**config.mk**
```make
export PLATFORM = sky130hd
export DESIGN_NAME = keyed_stream_word_decryptor
export DESIGN_NICKNAME = d
export VERILOG_FILES = /design/src/sv/kswd_pkg.sv /design/src/sv/kswd_mix_unit.sv /design/src/sv/keyed_stream_word_decryptor.sv
export VERILOG_INCLUDE_DIRS = /design/src /design/src/sv
export SDC_FILE = /design/constraint.sdc
export NUM_CORES = 2
export LEC_CHECK = 0
export BUFFER_PORTS_ARGS = -buffer_cell sky130_fd_sc_hd__buf_2
export CAP_MARGIN = 20
export CELL_PAD_IN_SITES_DETAIL_PLACEMENT = 1
export CELL_PAD_IN_SITES_GLOBAL_PLACEMENT = 2
export CORE_MARGIN = 1.5
export CORE_UTILIZATION = 30
export CTS_CLUSTER_DIAMETER = 40
export CTS_CLUSTER_SIZE = 14
export DETAILED_ROUTE_END_ITERATION = 8
export PLACE_DENSITY = 0.63
export SLEW_MARGIN = 20
export SYNTH_ARGS = -nofsm -noshare
export SYNTH_HDL_FRONTEND = slang
export SYNTH_SLANG_ARGS = --single-unit
```
**constraint.sdc**
```tcl
create_clock -name clk -period 15.3 [get_ports clk]
set_clock_uncertainty 0.2 [all_clocks]
set_input_delay 0.765 -clock clk [delete_from_list [all_inputs] [get_ports clk]]
set_output_delay 0.765 -clock clk [all_outputs]
set_load 0.005 [all_outputs]
```
**src/sv/assert_macros.svh**
```systemverilog
// Assertion macros shared by the keyed stream word decryptor RTL.
`ifndef ASSERT_MACROS_SVH
`define ASSERT_MACROS_SVH

// Property must hold at every rising clock edge outside reset.
`define KSWD_ASSERT(lbl, clk, rst_n, prop, msg) \
  lbl: assert property (@(posedge clk) disable iff (!rst_n) (prop)) else $error(msg);

// Condition must never be true at a rising clock edge outside reset.
`define KSWD_ASSERT_NEVER(lbl, clk, rst_n, cond, msg) \
  lbl: assert property (@(posedge clk) disable iff (!rst_n) !(cond)) else $error(msg);

`endif

```
**src/sv/kswd_pkg.sv**
```systemverilog
// Constants, mix function and constant key table of the keyed stream word decryptor.
`default_nettype none

package kswd_pkg;

  localparam int KEY_TABLE_DEPTH = 256;
  localparam int KT_IDX_W        = $clog2(KEY_TABLE_DEPTH);

  localparam logic [31:0] SEED_A     = 32'h6A09E667;
  localparam logic [31:0] SEED_B     = 32'hBB67AE85;
  localparam logic [31:0] SEED_C     = 32'h3C6EF372;
  localparam logic [31:0] FMIX_M1    = 32'h85EBCA6B;
  localparam logic [31:0] FMIX_M2    = 32'hC2B2AE35;
  localparam logic [15:0] INDEX_MULT = 16'h1337;

  // Only the low half of each table entry reaches a character.
  typedef logic [15:0] key_table_t [KEY_TABLE_DEPTH];

  // Finalizer mix, evaluated only on constants at elaboration.
  function automatic logic [31:0] fmix32(input logic [31:0] x);
    logic [31:0] v;
    v = x;
    v = v ^ (v >> 16);
    v = v * FMIX_M1;
    v = v ^ (v >> 13);
    v = v * FMIX_M2;
    v = v ^ (v >> 16);
    return v;
  endfunction

  // Mixed constants: the base pad and the seed that the string key is folded into.
  localparam logic [31:0] BASE_MIX = fmix32(SEED_A);
  localparam logic [31:0] SEED_MIX = fmix32(SEED_A) ^ fmix32(SEED_B) ^ fmix32(SEED_C);

  // Key table: a chained mix of the constants, one entry per step.
  function automatic key_table_t build_key_table();
    key_table_t  t;
    logic [31:0] acc;
    logic [31:0] salt;
    acc  = fmix32(SEED_A) ^ fmix32(SEED_B);
    salt = fmix32(SEED_C);
    for (int n = 0; n < KEY_TABLE_DEPTH; n++) begin
      acc  = fmix32(acc ^ 32'(n) ^ salt);
      t[n] = acc[15:0];
    end
    return t;
  endfunction

  localparam key_table_t KEY_TABLE = build_key_table();

endpackage

`default_nettype wire

```
**src/sv/kswd_mix_unit.sv**
```systemverilog
// Two-pass finalizer mix around one shared 32x32 multiplier.
`default_nettype none

module kswd_mix_unit (
  input  wire logic        clk,
  input  wire logic        rst_n,
  input  wire logic        start,
  input  wire logic [31:0] seed,
  output logic             done,
  output logic [31:0]      result
);

  logic        busy_r;
  logic        phase_r;
  logic [31:0] v_r;
  logic [31:0] mix_in;
  logic [31:0] mult_b;
  logic [31:0] prod_lo;

  // Shift-xor ahead of the multiplier and the constant for this pass.
  always_comb begin
    mix_in  = phase_r ? (v_r ^ (v_r >> 13)) : (v_r ^ (v_r >> 16));
    mult_b  = phase_r ? kswd_pkg::FMIX_M2 : kswd_pkg::FMIX_M1;
    prod_lo = mix_in * mult_b;
  end

  // The second pass ends the mix with the final shift-xor.
  assign done   = busy_r & phase_r;
  assign result = prod_lo ^ (prod_lo >> 16);

  // Pass sequencer.
  always_ff @(posedge clk) begin
    if (!rst_n) begin
      busy_r  <= 1'b0;
      phase_r <= 1'b0;
    end else if (start) begin
      busy_r  <= 1'b1;
      phase_r <= 1'b0;
    end else if (busy_r) begin
      busy_r  <= ~phase_r;
      phase_r <= ~phase_r;
    end
  end

  // Working value of the mix.
  always_ff @(posedge clk) begin
    if (start) begin
      v_r <= seed;
    end else if (busy_r && !phase_r) begin
      v_r <= prod_lo;
    end
  end

endmodule

`default_nettype wire

```
**src/sv/keyed_stream_word_decryptor.sv**
```systemverilog
// Top level of the keyed stream word decryptor.
`default_nettype none
`include "assert_macros.svh"

// Decrypts one 32-bit ciphertext word into one 16-bit character per word.
// A word that continues a string goes from the accept state to a decrypt
// state that needs only XORs against the running key, the index
// product and a constant key table. The first word of a string is held in
// the mix state, since the reseed key passes twice through the single shared
// 32x32 multiplier of the mix unit before the decrypt cycle. The result
// sits in an output register, so a new word is taken while the previous
// character still waits; the decrypt cycle holds only when that register
// is full and not being drained. The key table is constant logic built at
// elaboration, so the block is ready right after reset with no fill pass.
module keyed_stream_word_decryptor (
  input  wire logic        clk,
  input  wire logic        rst_n,
  input  wire logic        in_valid,
  output logic             in_ready,
  input  wire logic [31:0] in_cipher_word,
  input  wire logic [31:0] in_string_key,
  input  wire logic        in_first_word,
  input  wire logic        in_last_word,
  output logic             out_valid,
  input  wire logic        out_ready,
  output logic [15:0]      out_plain_char,
  output logic             out_last_char
);

  localparam logic [1:0] ST_IDLE = 2'd0;
  localparam logic [1:0] ST_MIX  = 2'd1;
  localparam logic [1:0] ST_DEC  = 2'd2;

  logic [1:0]                   state_r;
  logic [31:0]                  running_key_r;
  logic [kswd_pkg::KT_IDX_W-1:0] idx_r;
  logic [15:0]                  idx_prod_r;
  logic [31:0]                  word_r;
  logic                         last_r;
  logic                         out_valid_r;
  logic [15:0]                  out_char_r;
  logic                         out_last_r;

  logic        accept;
  logic        mix_start;
  logic        mix_done;
  logic [31:0] mix_result;
  logic        can_load;
  logic [15:0] char_nxt;

  assign in_ready  = (state_r == ST_IDLE);
  assign accept    = in_valid & in_ready;
  assign mix_start = accept & in_first_word;
  assign can_load  = ~out_valid_r | out_ready;

  assign out_valid      = out_valid_r;
  assign out_plain_char = out_char_r;
  assign out_last_char  = out_last_r;

  // Reseed mix of the string key.
  kswd_mix_unit u_mix (
    .clk    (clk),
    .rst_n  (rst_n),
    .start  (mix_start),
    .seed   (in_string_key ^ kswd_pkg::SEED_MIX),
    .done   (mix_done),
    .result (mix_result)
  );

  // Character pad: running key, index product, table entry and base constant.
  assign char_nxt = word_r[15:0] ^ running_key_r[15:0] ^ idx_prod_r
                  ^ kswd_pkg::KEY_TABLE[idx_r] ^ kswd_pkg::BASE_MIX[15:0];

  // Sequencer, key state and output valid.
  always_ff @(posedge clk) begin
    if (!rst_n) begin
      state_r       <= ST_IDLE;
      running_key_r <= '0;
      idx_r         <= '0;
      idx_prod_r    <= '0;
      out_valid_r   <= 1'b0;
    end else begin
      // A character loaded in this cycle wins over a drain of the old one.
      if (state_r == ST_DEC && can_load) begin
        out_valid_r <= 1'b1;
      end else if (out_ready) begin
        out_valid_r <= 1'b0;
      end
      unique case (state_r)
        ST_IDLE: begin
          if (accept) begin
            state_r <= in_first_word ? ST_MIX : ST_DEC;
          end
        end
        ST_MIX: begin
          if (mix_done) begin
            running_key_r <= mix_result;
            idx_r         <= '0;
            idx_prod_r    <= '0;
            state_r       <= ST_DEC;
          end
        end
        ST_DEC: begin
          if (can_load) begin
            running_key_r <= {running_key_r[24:0], running_key_r[31:25]} ^ word_r;
            idx_r         <= idx_r + 1'b1;
            idx_prod_r    <= idx_prod_r + kswd_pkg::INDEX_MULT;
            state_r       <= ST_IDLE;
          end
        end
        default: begin
          state_r <= ST_IDLE;
        end
      endcase
    end
  end

  // Captured word and result payload.
  always_ff @(posedge clk) begin
    if (accept) begin
      word_r <= in_cipher_word;
      last_r <= in_last_word;
    end
    if (state_r == ST_DEC && can_load) begin
      out_char_r <= char_nxt;
      out_last_r <= last_r;
    end
  end

  `KSWD_ASSERT(a_first_word_mixes, clk, rst_n, (accept && in_first_word) |=> (state_r == ST_MIX), "first word did not start the reseed mix")
  `KSWD_ASSERT(a_mix_done_in_mix, clk, rst_n, mix_done |-> (state_r == ST_MIX), "mix finished outside the mix state")
  `KSWD_ASSERT(a_decrypt_loads, clk, rst_n, (state_r == ST_DEC && can_load) |=> (out_valid_r && state_r == ST_IDLE), "decrypt cycle did not load a character")
  `KSWD_ASSERT_NEVER(a_no_accept_in_mix, clk, rst_n, mix_done && in_ready, "word taken while the reseed mix runs")

endmodule

`default_nettype wire

```
# ---- Yosys cells after proc, flatten, opt, wreduce, memory -nomap -nowiden
# Memories as Yosys holds them, arrays and structs flattened.
# Index checks and enable logic that the tools add are counted.
dict set report totals {
  mem_count 1
  input_bits 70
  out_inout_bits 19
  mem_bits_ro 4096
  elab_cells 73
  ff_bits 143
}
# memory depth word_bits read_ports rd_ports_with_merged_regs write_ports line_no
set memory_table {}
lappend memory_table {{(name not given)} 256 16 1 0 0 keyed_stream_word_decryptor.sv:72} ;# ^ kswd_pkg::KEY_TABLE[idx_r] ^ kswd_pkg::BASE_MIX[15:0];
dict set report classes {
  bitwise_logic 17
  reduce_logical 10
  eq_ne 5
  n_mux 24
  addsub 2
  n_mul 1
  order_cmp 1
}
# operator n
set op_table {}
lappend op_table {{32-bit 2-to-1 mux} 5}
lappend op_table {{16-bit 2-to-1 mux} 4}
lappend op_table {{32-bit case mux with 2 select lines} 1}
lappend op_table {{32-bit by 16-bit XOR with 32-bit output} 2}
lappend op_table {{16-bit XOR} 3}
lappend op_table {{32-bit by 32-bit multiplier with 32-bit output} 1}
lappend op_table {{16-bit case mux with 2 select lines} 1}
lappend op_table {{32-bit by 19-bit XOR with 32-bit output} 1}
lappend op_table {{32-bit XOR} 1}
lappend op_table {{31-bit 2-to-1 mux} 1}
lappend op_table {{19-bit inverter} 1}
lappend op_table {{16-bit by 13-bit adder with 16-bit output (second input constant)} 1}
lappend op_table {{8-bit 2-to-1 mux} 2}
lappend op_table {{8-bit case mux with 2 select lines} 1}
lappend op_table {{10-bit inverter} 1}
lappend op_table {{9-bit >= comparator (second input constant)} 1}
lappend op_table {{8-bit inverter with 9-bit output} 1}
lappend op_table {{8-bit by 1-bit adder with 8-bit output (second input constant)} 1}
lappend op_table {{2-bit 2-to-1 mux} 4}
lappend op_table {{2-bit case mux with 3 select lines} 1}
lappend op_table {{3-bit AND reduction} 2}
lappend op_table {{2-bit nonzero test} 3}
lappend op_table {{1-bit 2-to-1 mux} 4}
lappend op_table {{2-bit inequality test (second input constant)} 2}
lappend op_table {{10 further kinds} 15}

# ---- Logic depth before layout (Yosys ltp)
dict set report logic_depth {
  word_depth 6
  ltp_mapped 33
  depth_no_buf 30
}

# ---- Modules after synthesis
# From an unflattened synthesis, not the netlist that was laid out.
dict set report unflattened {
  cells_unflattened 2944
  area_unflattened_um2 25602.1
}
# module area_each_um2 seq_area_each_um2 cells_each instances
set by_module_without_submodules {}
lappend by_module_without_submodules {kswd_mix_unit 14417.6 1001.0 1478 1}
lappend by_module_without_submodules {keyed_stream_word_decryptor 11184.5 2682.6 1466 1}

# ---- Least setup slack after synthesis
# OpenSTA, ideal clock, no wires.
dict set report synth_path {
  kind {register to register}
  start {register u_mix.phase_r}
  end {register running_key_r[13]}
  period_less_slack_ps 8061
  slack_ps 7239
  setup_ps 117
  t_arrival_ps 7744
  path_stages_with_launch 32
  n_path_buf 3
  required_time_ps 14983
  path_cell_list {dfxtp_1 -> buf_4 -> clkbuf_1 -> and2_1 -> nor2_1 -> xnor2_1 -> inv_1 -> nor2_1 -> ha_1 -> fa_1 -> fa_1 -> inv_1 -> fa_1 -> inv_1 -> fa_1 -> inv_1 -> fa_1 -> inv_1 -> fa_1 -> fa_1 -> ha_1 -> clkbuf_1 -> a211oi_1 -> nand2_1 -> a31oi_1 -> a21oi_1 -> nand2_1 -> o41ai_4 -> xnor2_1 -> xnor2_1 -> nand2_1 -> a32o_1}
}
dict set report synth_via {
  elab_chain_len 5
  word_cells_on_any_way 9
  classes_between {1 x mul; 1 x eq/ne; 4 x mux; 2 x bitwise; 1 x reduce/logical}
}
# element line_no
set synth_rtl {}
lappend synth_rtl {{start, declared} kswd_mix_unit.sv:14} ;# logic phase_r;
lappend synth_rtl {{start signal, assigned} kswd_mix_unit.sv:41} ;# phase_r <= ~phase_r;
lappend synth_rtl {{32-bit 2-to-1 mux or 31-bit 2-to-1 mux (tied branches)} {kswd_mix_unit.sv:22, kswd_mix_unit.sv:23}}
lappend synth_rtl {{32-bit by 32-bit multiplier with 32-bit output} kswd_mix_unit.sv:24} ;# prod_lo = mix_in * mult_b;
lappend synth_rtl {{32-bit by 16-bit XOR with 32-bit output} kswd_mix_unit.sv:29} ;# assign result = prod_lo ^ (prod_lo >> 16);
lappend synth_rtl {{32-bit 2-to-1 mux} keyed_stream_word_decryptor.sv:96} ;# if (mix_done) begin
lappend synth_rtl {{32-bit case mux with 2 select lines} keyed_stream_word_decryptor.sv:89} ;# unique case (state_r)
lappend synth_rtl {{end signal, assigned} keyed_stream_word_decryptor.sv:97} ;# running_key_r <= mix_result;
lappend synth_rtl {{end signal, assigned} keyed_stream_word_decryptor.sv:105} ;# running_key_r <= {running_key_r[24:0], running_key_r[31:25]} ^ word_r;
lappend synth_rtl {{end, declared} keyed_stream_word_decryptor.sv:35} ;# logic [31:0] running_key_r;
# Several ways; a longest one is shown, not always the timed one. The select of a mux whose other input is x is not followed.
# A chain may end at the register's enable or synchronous reset.

# ---- Worst setup path after layout
dict set report layout_path {
  start {register u_mix.phase_r}
  end {register running_key_r[12]}
}
# The elaborated chain is that of the path after synthesis.

==> summary.txt <==
Run status
  – Outcome: completed

Worst setup path
  – Worst reg2reg path startpoint: u_mix.phase_r
  – Worst Path Required: 15.46 ns
  – CP Class: register to register
  – Critical path's most frequent cell: fa_1
  – Setup crit end kind: register
  – Critical path peak fanout: 44
  – CP arrival: 9.67 ns
  – Slowest-stage cell, CP: fa_1
  – Startpoint Class: register
  – Reg2reg end: running_key_r[12]
  – Cells on worst reg2reg path: 30
  – Flop-to-flop setup slack: 5.79 ns
  – CP max stage delay: 0.54 ns

Detailed routing
  – Routed vias/inst: 5.52
  – Routed Wire Length: 115 mm
  – Drt first pass iters: 5
  – Via count: 21700
  – Post-route ant nets: 0
  – Avg WL per Cell: 29.3 um
  – DRC: 0
  – DR iter-0 viols: 1867

Min path
  – Min-Delay Path Class: register to register
  – Worst Hold End: out_last_char
  – Worst hold start: last_r
  – Hold Path Depth: 0

Timing
  – Fin Setup TNS: 0 ns
  – Fin crit share: 62.2%
  – Max Clock Freq: 0.105 GHz
  – Final Setup Violations: 0
  – Final hold slack: 0.229 ns
  – Slew @ Worst Pin: 1.22 ns
  – Final hold violation count: 0
  – Final Max Tran Viols: 0
  – Slew HR: 17.9%
  – Fin crit period: 9.51 ns
  – RSZ-0062 raised after global routing: no

Logic synthesis
  – YS warnings: 0
  – Post-synthesis cell type count: 82
  – Synth Area per Inst: 8.51 sq um
  – Most common cell in the netlist: inv_1
  – Top post-synthesis cells by area: fa_1, ha_1, edfxtp_1
  – Commonest cells post-synth: inv_1, fa_1, ha_1
  – Yosys top cell area share: 23.5%
  – Register area share after synthesis: 15.0%
  – Synth area leader: fa_1
  – Register bit total from synthesis: 143
  – Primary FF master, synth: edfxtp_1
  – Post-synth ARST share: 0%
  – EDFF count, synth: 82
  – Post-synthesis cell count: 2887
  – Mapped Area: 24600 sq um

Clock network
  – Cts repair resizes: 0
  – Hold-fix buffers, CTS: 0
  – Post-CTS setup buffer count: 0
  – Clk Latency, worst-skew pair: 0.44 ns
  – Reg clk slew, reported paths: 0.06 ns
  – Root Buffer: clkbuf_16
  – Max H-tree Level: 4
  – CTS Buffer Depth: 2
  – TritonCTS Buffers: 17
  – Clock sinks: 143
  – CTS tree: built

Place
  – Placed Cells: 3903
  – HPWL Detailed: 92.9 mm
  – PortBufs: 88
  – RD Place Congestion: 0.977

Global routing
  – M2 GR Usage: 45.9%
  – Met1 Use GR: 37.6%
  – Met3 Track Usage GR: 2.93%
  – Pin count of the biggest net entering global routing: 84
  – Total track usage: 27.8%
  – First-pass GRT wire length: 168 mm
  – GRT busiest layer: met2
  – Global route total overflow: 0
  – Vias in the first global route: 23300
  – Initial antenna violation count: 4

Layout
  – Synthesis-to-finish area growth: 8.26%
  – Multi-input logic area: 18600 sq um
  – Final Non-Filler Cells: 3935
  – Filler Cell Count: 9548
  – Fraction of layout instances using a drive strength above 1: 8.31%
  – FF/Latch Area: 3700 sq um
  – Nets: 3469
  – Ant diodes: 0

Floorplanning
  – Height of the die: 289 um
  – Die ar.: 83600 sq um
  – Starting density of the core: 30.4%
  – Io pins: 89
  – Core area: 80800 sq um
  – Die Wd: 289 um
  – FP Rows: 104

Flow run
  – Maxcap violations: 0
through the flow:
stage | area [sq um] | worst slack [ns] | util (%)
CTS | 26600 | 5.89 | 32.9
finish | 26600 | 5.79 | 32.9
detailed placement | 26000 | 5.96 | 32.2
floorplan | 24600 | 7.24 | -
global route | 26600 | 5.31 | 32.9
global placement | 26000 | 5.93 | 32.2
cells in the final DEF (no fill, tap or decap), drive strengths merged, types with 5 or more instances in the layout:
cell	n
a211o	6
a211oi	56
a21boi	5
a21o	14
a21oi	202
a221oi	9
a311oi	18
a31oi	31
a32oi	6
and2	17
and3	7
buf	142
clkbuf	19
dfxtp	61
edfxtp	82
fa	288
ha	249
inv	423
mux2i	11
mux4	11
nand2	232
nand2b	18
nand3	50
nand3b	5
nand4	7
nor2	213
nor2b	23
nor3	51
nor3b	5
o211ai	35
o21a	8
o21ai	200
o21bai	6
o22ai	22
o311ai	12
o31ai	9
or2	19
or3	12
xnor2	157
xor2	68
final cells by class:
type	count	share of cell area [%]
sequential	143	13.9
clock inverter	13	0.574
inverter	419	5.91
tap	1060	4.99
timing repair buffer	142	3.18
multi-input combinational	2139	69.8
clock buffer	19	1.67
critical path: cells and delay by family (launching register included):
family                     cells  cell delay (ns)
muxes                          1             0.11
xor gates and xnor gates       1             0.39
adders and majority gates      9             3.96
and+or+nand+nor                2             0.67
DFF                            1             0.31
AOI/OAI and AO/OA             10             2.45
buffers and inverters          7             1.28
sequential cells by signal (all words and copies together), names as in the netlist:
name and cells:
idx_prod_r 16, idx_r 8, last_r 1, out_last_char 1, out_plain_char 16, out_valid 1
running_key_r 32, state_r 2, u_mix.busy_r 1, u_mix.phase_r 1, u_mix.v_r 32, word_r 32
cell families after synthesis:
family / after synthesis / share of synthesized area, %
AO/OA/AOI/OAI: 686 / 17.4
AND/OR/NAND/NOR: 664 / 12.0
buffers and inverters: 606 / 9.51
adder cells (fa/ha/maj): 537 / 36.1
XOR/XNOR: 226 / 8.42
flip-flops: 143 / 15.0
multiplexers: 24 / 1.55
other: 1 / 0.0153
how the worst max path moves through the flow:
stage                        from                end  slack [ns]  cells after the start
finish              u_mix.phase_r  running_key_r[12]        5.79                     30
global route        u_mix.phase_r  running_key_r[12]        5.31                     30
CTS                 u_mix.phase_r  running_key_r[12]        5.89                     30
detailed placement  u_mix.phase_r  running_key_r[12]        5.96                     30
global placement    u_mix.v_r[28]  running_key_r[13]        5.93                     25
floorplan           u_mix.phase_r  running_key_r[13]        7.24                     31
metal layers:
layer  part of all wire [%]  vias to the layer above
li1                       -                     9610
met1                     44                    11200
met2                     47                      746
met3                    4.9                      169
met4                    4.3                        0
met5                      0                        -
Power is left out: the tool's default activity adds up to more than one toggle a clock period on the data nets, which glitch-free logic cannot reach.
